==> src/sv/plie_pkg.sv <==
// shared types and constants for the positional list block
package plie_pkg;

   // default list depth
   localparam int PL_CAPACITY = 32;

   // field widths
   localparam int OP_W   = 1;
   localparam int POS_W  = 6;
   localparam int DATA_W = 32;
   localparam int CNT_W  = 6;
   localparam int STS_W  = 2;

   // operation codes
   typedef enum logic [OP_W-1:0] {
      OP_INSERT  = 1'b0,
      OP_EXTRACT = 1'b1
   } op_type;

   // result status codes
   typedef enum logic [STS_W-1:0] {
      STS_DONE  = 2'd0,
      STS_RANGE = 2'd1,
      STS_FULL  = 2'd2
   } status_type;

   // output register occupancy
   typedef enum logic {
      OUT_EMPTY = 1'b0,
      OUT_FULL  = 1'b1
   } out_state_type;

   // controller to datapath commands
   typedef struct packed {
      logic exec;      // perform the operation on the accepted word
   } dp_cmd_type;

endpackage

==> src/sv/plie_ctrl.sv <==
// handshake controller: tracks the result register and issues execute
module plie_ctrl
   import plie_pkg::*;
(
   input  logic       clock,
   input  logic       reset,
   input  logic       req_valid,
   output logic       req_stall,
   output logic       rsp_valid,
   input  logic       rsp_stall,
   output dp_cmd_type cmd
);

   out_state_type state_ff;
   out_state_type state_in;
   logic          accept;

   // a new word may enter whenever the result register is free or draining
   assign accept = req_valid && !req_stall;

   // next state
   always_comb begin
      state_in = state_ff;
      case (state_ff)
         OUT_EMPTY: begin
            if (accept) state_in = OUT_FULL;
         end
         OUT_FULL: begin
            if (accept) state_in = OUT_FULL;
            else if (!rsp_stall) state_in = OUT_EMPTY;
         end
         default: state_in = OUT_EMPTY;
      endcase
   end

   // outputs
   always_comb begin
      req_stall = 1'b0;
      rsp_valid = 1'b0;
      cmd.exec  = 1'b0;
      case (state_ff)
         OUT_EMPTY: begin
            cmd.exec = req_valid;
         end
         OUT_FULL: begin
            rsp_valid = 1'b1;
            req_stall = rsp_stall;
            cmd.exec  = req_valid && !rsp_stall;
         end
         default: begin
            req_stall = 1'b1;
         end
      endcase
   end

   // state register
   always_ff @(posedge clock) begin
      if (reset) state_ff <= OUT_EMPTY;
      else state_ff <= state_in;
   end

endmodule

==> src/sv/plie_dpath.sv <==
// datapath: row of list cells, entry count and result register
module plie_dpath
   import plie_pkg::*;
#(
   parameter int CAPACITY = PL_CAPACITY
)
(
   input  logic                     clock,
   input  logic                     reset,
   input  dp_cmd_type               cmd,
   input  logic [OP_W-1:0]          req_opcode,
   input  logic [POS_W-1:0]         req_position,
   input  logic signed [DATA_W-1:0] req_value,
   output logic [STS_W-1:0]         rsp_status,
   output logic signed [DATA_W-1:0] rsp_taken_value,
   output logic [CNT_W-1:0]         rsp_entry_count,
   output logic                     rsp_is_empty
);

   logic [DATA_W-1:0] cells_ff [CAPACITY];
   logic [CNT_W-1:0]  count_ff;
   logic [CNT_W-1:0]  count_in;
   logic [STS_W-1:0]  status_ff;
   logic [DATA_W-1:0] taken_ff;
   logic [CNT_W-1:0]  cnt_out_ff;
   logic              empty_ff;

   status_type        status_in;
   logic [DATA_W-1:0] taken_in;
   logic              is_ins;
   logic              pos_zero;
   logic              ins_ok;
   logic              ext_ok;
   logic              full;
   logic [CNT_W:0]    count_p1;

   assign is_ins   = (op_type'(req_opcode) == OP_INSERT);
   assign pos_zero = (req_position == '0);
   assign count_p1 = {1'b0, count_ff} + (CNT_W+1)'(1);
   assign full     = (count_ff == CNT_W'(CAPACITY));

   // operation decode and status
   always_comb begin
      ins_ok    = 1'b0;
      ext_ok    = 1'b0;
      status_in = STS_DONE;
      if (is_ins) begin
         if (pos_zero || ({1'b0, req_position} > count_p1)) status_in = STS_RANGE;
         else if (full) status_in = STS_FULL;
         else ins_ok = 1'b1;
      end else begin
         if (pos_zero || (req_position > count_ff)) status_in = STS_RANGE;
         else ext_ok = 1'b1;
      end
   end

   // entry at the requested position
   always_comb begin
      taken_in = '0;
      for (int i = 0; i < CAPACITY; i++) begin
         if (ext_ok && (req_position == POS_W'(i + 1))) taken_in = cells_ff[i];
      end
   end

   // count update
   always_comb begin
      count_in = count_ff;
      if (ins_ok) count_in = count_ff + CNT_W'(1);
      else if (ext_ok) count_in = count_ff - CNT_W'(1);
   end

   // each cell loads, shifts back, shifts forward or holds
   for (genvar gi = 0; gi < CAPACITY; gi++) begin : g_cell
      logic [DATA_W-1:0] below;
      logic [DATA_W-1:0] above;
      logic [DATA_W-1:0] cell_in;
      logic              at_pos;
      logic              after_pos;

      if (gi == 0) begin : g_first
         assign below = '0;
      end else begin : g_mid_lo
         assign below = cells_ff[gi-1];
      end
      if (gi == CAPACITY - 1) begin : g_last
         assign above = '0;
      end else begin : g_mid_hi
         assign above = cells_ff[gi+1];
      end

      assign at_pos    = (req_position == POS_W'(gi + 1));
      assign after_pos = (POS_W'(gi) >= req_position);

      always_comb begin
         cell_in = cells_ff[gi];
         if (ins_ok && at_pos) cell_in = req_value;
         else if (ins_ok && after_pos) cell_in = below;
         else if (ext_ok && (at_pos || after_pos)) cell_in = above;
      end

      always_ff @(posedge clock) begin
         if (cmd.exec) cells_ff[gi] <= cell_in;
      end
   end

   // entry count
   always_ff @(posedge clock) begin
      if (reset) count_ff <= '0;
      else if (cmd.exec) count_ff <= count_in;
   end

   // result register
   always_ff @(posedge clock) begin
      if (cmd.exec) begin
         status_ff  <= status_in;
         taken_ff   <= taken_in;
         cnt_out_ff <= count_in;
         empty_ff   <= (count_in == '0);
      end
   end

   assign rsp_status      = status_ff;
   assign rsp_taken_value = taken_ff;
   assign rsp_entry_count = cnt_out_ff;
   assign rsp_is_empty    = empty_ff;

endmodule

==> src/sv/positional_list_insert_extract_top.sv <==
// positional list: one insert or extract per cycle unless the result side stalls
// the result word is valid in the cycle after the request word is accepted
// all cells shift, load or hold in parallel
// the next request is taken in the same cycle the pending result is taken
// reset: synchronous active high, clears the entry count and the result valid
// list cells are not cleared; only entries below the count are ever read
module positional_list_insert_extract_top
   import plie_pkg::*;
#(
   parameter int CAPACITY = PL_CAPACITY
)
(
   input  logic                     clock,
   input  logic                     reset,
   input  logic                     req_valid,
   output logic                     req_stall,
   input  logic [OP_W-1:0]          req_opcode,
   input  logic [POS_W-1:0]         req_position,
   input  logic signed [DATA_W-1:0] req_value,
   output logic                     rsp_valid,
   input  logic                     rsp_stall,
   output logic [STS_W-1:0]         rsp_status,
   output logic signed [DATA_W-1:0] rsp_taken_value,
   output logic [CNT_W-1:0]         rsp_entry_count,
   output logic                     rsp_is_empty
);

   dp_cmd_type cmd;

   // handshake control
   plie_ctrl u_ctrl (
      .clock     (clock),
      .reset     (reset),
      .req_valid (req_valid),
      .req_stall (req_stall),
      .rsp_valid (rsp_valid),
      .rsp_stall (rsp_stall),
      .cmd       (cmd)
   );

   // list storage and result
   plie_dpath #(.CAPACITY(CAPACITY)) u_dpath (
      .clock           (clock),
      .reset           (reset),
      .cmd             (cmd),
      .req_opcode      (req_opcode),
      .req_position    (req_position),
      .req_value       (req_value),
      .rsp_status      (rsp_status),
      .rsp_taken_value (rsp_taken_value),
      .rsp_entry_count (rsp_entry_count),
      .rsp_is_empty    (rsp_is_empty)
   );

endmodule

==> config.mk <==
export PLATFORM = sky130hd
export DESIGN_NAME = positional_list_insert_extract_top
export DESIGN_NICKNAME = d
export VERILOG_FILES = /design/src/sv/plie_pkg.sv /design/src/sv/plie_ctrl.sv /design/src/sv/plie_dpath.sv /design/src/sv/positional_list_insert_extract_top.sv
export SDC_FILE = /design/constraint.sdc
export NUM_CORES = 2
export LEC_CHECK = 0
export BUFFER_PORTS_ARGS = -buffer_cell sky130_fd_sc_hd__buf_2
export CAP_MARGIN = 5
export CORE_MARGIN = 2
export CORE_UTILIZATION = 25
export CTS_CLUSTER_DIAMETER = 50
export CTS_CLUSTER_SIZE = 10
export DETAILED_ROUTE_END_ITERATION = 12
export GPL_TIMING_DRIVEN = 0
export SLEW_MARGIN = 25
export SYNTH_ARGS = -nofsm -noshare
export SYNTH_HDL_FRONTEND = slang
export SYNTH_SLANG_ARGS = --single-unit
==> constraint.sdc <==
create_clock -name clock -period 6.6 [get_ports clock]
set_clock_uncertainty 0.05 [all_clocks]
set_input_delay 0.66 -clock clock [delete_from_list [all_inputs] [get_ports clock]]
set_output_delay 0.66 -clock clock [all_outputs]
set_load 0.02 [all_outputs]
# --- Yosys cells after proc, flatten, opt, wreduce, memory -nomap -nowiden ---
# Memory sizes are Yosys's and may differ from the RTL's.
# Cells that the tools add are included.
totals:
  regBits: 48
  ram_bits: 1024
  input_bits: 43
  out_inout_bits: 43
  mem_count: 1
mem_list:
  columns: ["memory", "words", "width", "read_ports", "rd_ports_with_merged_regs", "write_ports", "line", "rtl"]
  rows:
  - ["u_dpath.cells_ff", 32, 32, 32, 0, 32, "plie_dpath.sv:20", "logic [DATA_W-1:0] cells_ff [CAPACITY];"]
op_classes:
  addsub: 3
  magnitude_cmp: 34
  n_eq_ne: 33
  muxes: 148
  bitwise: 1
  n_reduce_logical: 168
ops:
  columns: ["op", "count"]
  rows:
  - ["2-to-1 mux 32 bit", 128]
  - ["logical AND 1 bit", 130]
  - ["equality test 6 x 5 -> 1 bit, second input constant", 16]
  - [">= comparator 5 x 6 -> 1 bit, first input constant", 16]
  - ["equality test 6 x 4 -> 1 bit, second input constant", 8]
  - [">= comparator 4 x 6 -> 1 bit, first input constant", 8]
  - ["logical OR 1 bit", 34]
  - ["equality test 6 x 3 -> 1 bit, second input constant", 4]
  - [">= comparator 3 x 6 -> 1 bit, first input constant", 4]
  - ["2-to-1 mux 1 bit", 13]
  - ["equality test 6 x 2 -> 1 bit, second input constant", 2]
  - ["equality test 6 bit, second input constant", 2]
  - [">= comparator 1 x 6 -> 1 bit, first input constant", 2]
  - [">= comparator 2 x 6 -> 1 bit, first input constant", 2]
  - ["logical NOT 6 bit", 2]
  - ["2-to-1 mux 6 bit", 2]
  - ["adder 6 x 1 -> 7 bit, second input constant", 1]
  - ["> comparator 6 x 7 -> 1 bit", 1]
  - ["adder 6 x 1 -> 6 bit, second input constant", 1]
  - ["equality test 6 x 1 -> 1 bit, second input constant", 1]
  - ["> comparator 6 bit", 1]
  - ["2-to-1 mux 2 bit", 3]
  - ["subtractor 6 x 1 -> 6 bit, second input constant", 1]
  - ["case mux 1 bit (2 select lines)", 2]
  - ["2 further kinds", 3]

# --- Depth between registers and ports, before layout ---
depth:
  ltp_word: 37
  depth_mapped: 17

# --- By module ---
# A second synthesis with hierarchy kept.
unflattened:
  hier_cells: 6081
  area_unflattened_um2: 62570.0
modules_own_cells:
  columns: ["module", "n_inst", "cells_each", "area_per_inst_um2", "seq_area_each_um2"]
  rows:
  - ["plie_dpath", 1, 6076, 62523.7, 32100.8]
  - ["plie_ctrl", 1, 5, 46.3, 20.0]

# --- Worst setup path after synthesis ---
# OpenSTA, ideal clock, no wires.
synth_timing:
  kind: "input port to flip-flop"
  startpoint: "input port req_position[0]"
  endpoint: "memory u_dpath.cells_ff[25][0], in the netlist u_dpath.cells_ff[3][32], enable pin"
  setup_time_ns: 0.480
  t_arrival_ns: 5.347
  setup_slack_ns: 0.722
  path_stages: 11
  cell_sequence: "buf_2 > inv_1 > ha_1 > or3b_1 > o31a_1 > nor2_4 > buf_2 > buf_2 > o21ai_1 > clkbuf_1 > a311oi_1"
synth_rtl:
  columns: ["element", "line", "rtl"]
  rows:
  - ["start: declaration", "positional_list_insert_extract_top.sv:18", "input logic [POS_W-1:0] req_position,"]
  - ["end: declaration", "plie_dpath.sv:20", null]

# --- Worst setup path in the final report ---
layout_timing:
  startpoint: "register u_dpath.count_ff[4]"
  endpoint: "register u_dpath.taken_ff[7], in the netlist u_dpath.rsp_taken_value[7] (data pin)"
layout_between:
  elab_chain_cells: 37
  word_cells_on_any_way: 68
  classes_between: "order compare (1); mux (34); reduce/logical (33)"
layout_lines:
  columns: ["element", "line", "rtl"]
  rows:
  - ["start: declaration", "plie_dpath.sv:21", "logic [CNT_W-1:0] count_ff;"]
  - ["start signal: assignment", "plie_dpath.sv:109", "else if (cmd.exec) count_ff <= count_in;"]
  - ["> comparator 6 bit *", "plie_dpath.sv:52", "if (pos_zero || (req_position > count_ff)) status_in = STS_RANGE;"]
  - ["logical OR 1 bit *", "plie_dpath.sv:52", null]
  - ["2-to-1 mux 1 bit *", "plie_dpath.sv:52", null]
  - ["2-to-1 mux 1 bit *", "plie_dpath.sv:47", "if (is_ins) begin"]
  - ["logical AND 1 bit", "plie_dpath.sv:61", "if (ext_ok && (req_position == POS_W'(i + 1))) taken_in = cells_ff[i];"]
  - ["2-to-1 mux 32 bit (31 in series)", "plie_dpath.sv:61", null]
  - ["2-to-1 mux 32 bit *", "plie_dpath.sv:61", null]
  - ["named net u_dpath.taken_in[7]", "plie_dpath.sv:29", "logic [DATA_W-1:0] taken_in;"]
  - ["end signal: assignment", "plie_dpath.sv:116", "taken_ff <= taken_in;"]
  - ["end: declaration", "plie_dpath.sv:24", "logic [DATA_W-1:0] taken_ff;"]
# The timed path passes the listed nets; every way through them passes the cells marked *.
# A chain may end at the register's enable or synchronous reset.

==> qor.yml <==
grt_use_met1: 0.3308
sw_frac_of_total: 0.2820
hold_violations: 0
layout_min_cycle_time_ns: 6.834
routabilityCongestion: 1.065
worstPathMaxFanout: 11
ys.flop_type: "edfxtp_1"
relSlewSlack: 0.1241
setup_viol: 1
via_per_inst: 6.102
powerDensity_nw_per_um2: 249.2
synth_cell_type_count: 91
rrSetupSlack_ns: -0.23
drive_above_1_share: 0.1202
fill_cells: 25740
async_reset_ff_frac: 0
detail-route-antenna-nets: 0
clk_pin_slew_ns: 0.05
syn_inst: 6060
p_sw_mw: 5.223
start_kind: "flop"
r2r_cells: 15
dieArea_um2: 253300
violations: "negative setup slack"
io_buffers: 84
synth_compound_area_frac: 0.1745
synth_most_common_cell: "edfxtp_1"
synth_top_area_cell: "edfxtp_1"
vdd_drop_max_mv: 0.2213
synthAdderAreaFrac: 0.003011
critPathKind: "reg -> reg"
ys_top_cells_by_count: "edfxtp_1 (1065), nand2_1 (1002), mux2i_1 (943), o21ai_0 (860), nor2_1 (390)"
root_buffer: "clkbuf_16"
intPower_mw: 13.30
drtIter0Drc: 11460
dr.pass1.iters: 10
p_comb_frac: 0.097
fin_nets: 6454
grt_pass1_wl_um: 479800
antenna_found_initial: 43
worstSetupEndpoint: "u_dpath.rsp_taken_value[7]"
grt_usage: 0.2746
rsz0062_at_grt: "no"
num_vias: 60280
drc: 0
fin_cells: 9878
gr-usage-met3: 0.1094
yosysWarningCount: 0
cts_buffers: 164
required_ns: 7.08
cp-startpoint: "u_dpath.count_ff[4]"
areaGrowthSynthToFinish_pct: 19.23
grt_max_degree: 49
outcome: "finished, violations left"
multi_input_area_um2: 28190
max_clock_freq_mhz: 146.3
cts_buffer_depth: 3
r2r_start: "u_dpath.count_ff[4]"
die_w_um: 503.3
stdcell_area_um2: 74310
syn_nets: 6118
pwr-share-seq: 0.424
ioPinCount: 86
synth-simple-area-share: 0.1090
place_area_um2: 68780
p_leak_nw: 27.35
synthTopCellsByArea: "edfxtp_1 (51%), mux2i_1 (15%), o21ai_0 (6.9%)"
dp_cells: 9558
grt_overflow: 0
min_path_type: "in -> reg"
core_area_um2: 248200
min_period_over_period: 1.035
area.sequential_um2: 32120
die_h_um: 503.3
setup_ws_ns: -0.2343
dp_hpwl_um: 274800
final.setup.tns_ns: -0.2343
std_cell_rows: 183
slew_viol_final: 0
synth_top_area_frac: 0.5131
clock-sinks: 1072
routed_wl_um: 362400
tightest_slew_ns: 1.300
clkPwrFrac: 0.479
cts_tree: "built"
utilization: 0.2994
timing.rr.end: "u_dpath.rsp_taken_value[7]"
worst_skew_pair.late_latency_ns: 0.86
synth-xor-area-share: 0.001546
syn_avg_cell_area_um2: 10.28
worst-endpoint-arrival_ns: 7.31
drv_cap: 0
syn-cell-area_um2: 62320
cts_max_level: 4
synth_top_family_by_area: "compound AO/OA/AOI/OAI gates"
wl_per_cell_um: 36.69
yosysSeqAreaShare: 0.5154
start_util: 0.2511
synth_seq_cells: 1072
top_usage_layer: "met2"
endpoint_kind: "flop"
synth_edf_count: 1065
finalPower_mw: 18.52
synthMuxAreaShare: 0.1574
grtUsageMet2: 0.3903
grt_pass1_vias: 55670
==> metrics by stage <==
step                      hold slack (ns)  setup slack [ns]
after floorplan                    0.3974            0.7225
after global placement             0.4209            -3.993
after detailed placement           0.4489           -0.7399
after CTS                         0.02184          0.008388
after global routing              0.06118           0.05439
final                             0.04596           -0.2343
==> cell usage in the layout, fill, tap and decap left out, types with 21 or more instances in the layout <==
master,instances
clkbuf_2,57
diode_2,32
a21oi_1,277
nor2_1,367
nor2_2,21
nor2_4,21
a22oi_1,88
o211ai_1,21
a222oi_1,39
buf_4,67
nand2_1,1001
edfxtp_1,1065
buf_2,202
nor3_1,32
o22ai_1,105
buf_16,28
a221oi_1,75
mux2_2,33
o221ai_1,34
clkbuf_1,331
mux2i_1,943
clkbuf_16,165
a22o_1,59
o21ai_1,28
a31oi_1,61
nand3_1,45
o21ai_0,859
nand4_1,21
==> power groups by stage <==
stage | sequential (mW) | combinational, mW | clock (mW)
6_report | 7.86 | 1.79 | 8.87
3_3_place_gp | 8.00 | 1.56 | 0
5_1_grt | 7.86 | 1.79 | 9.12
4_1_cts | 7.85 | 1.68 | 8.85
3_5_place_dp | 7.98 | 1.68 | 0
2_1_floorplan | 7.91 | 0.807 | 0
==> registers in the layout, summed over array words and instances (netlist names) <==
name                     flops
u_dpath.rsp_is_empty         1
u_dpath.rsp_entry_count      6
u_dpath.cells_ff          1024
u_dpath.count_ff             6
u_dpath.rsp_status           2
u_ctrl.state_ff              1
u_dpath.rsp_taken_value     32
==> logic make-up after synthesis <==
logic type | Yosys count
DFF | 1072
and+or+nand+nor | 1628
buffers and inverters | 557
xor gates and xnor gates | 11
muxes | 976
AOI/OAI and AO/OA | 1801
adders and majority gates | 15
==> area by class of cell <==
class,instances,share of cell area
clock inverter,99,0.01593
timing repair buffer,170,0.02473
inverter,20,0.001078
antenna,32,0.001078
multi-input combinational,4431,0.3793
buffer,537,0.03288
clock buffer,187,0.05668
sequential,1072,0.4323
tap,3330,0.05607
==> worst min-delay path by stage <==
stage                        startpoint                   to  slack (ns)  cells after the start
detailed placement  u_dpath.count_ff[4]  u_dpath.count_ff[4]        0.45                      2
global route                      reset  u_dpath.count_ff[3]        0.06                      2
CTS                               reset  u_dpath.count_ff[5]        0.02                      2
floorplan           u_dpath.count_ff[4]  u_dpath.count_ff[4]        0.40                      2
global placement    u_dpath.count_ff[4]  u_dpath.count_ff[4]        0.42                      2
finish                            reset  u_dpath.count_ff[5]        0.05                      2
==> worst max-delay path: stages, from the launching register on <==
cell,delay (ns)
dfxtp_1,0.35
clkinv_1,0.21
ha_1,0.36
nand4_1,0.15
or3b_1,0.44
o31a_1,0.31
nor2_4,0.56
clkbuf_4,0.62
buf_2,0.63
o21ai_0,0.24
a31oi_1,0.23
o21ai_0,0.34
a21oi_1,0.70
a2111oi_2,0.07
buf_2,0.22
o31ai_1,0.95
==> routing by layer <==
metal,routed length [um],vias up
met2,148700,5585
met4,32270,38
met1,128600,29750
li1,-,23640
met3,52180,1263
met5,638,-
==> timing repair <==
item / in CTS / in global routing
gates resized for setup: 0 / 3
setup buffers: 0 / 0
setup endpoints to repair: 0 / 3
endpoints found under the hold margin: 1 / 0
hold buffers: 1 / 0
Note: power is estimated with default switching activity, not from simulation.
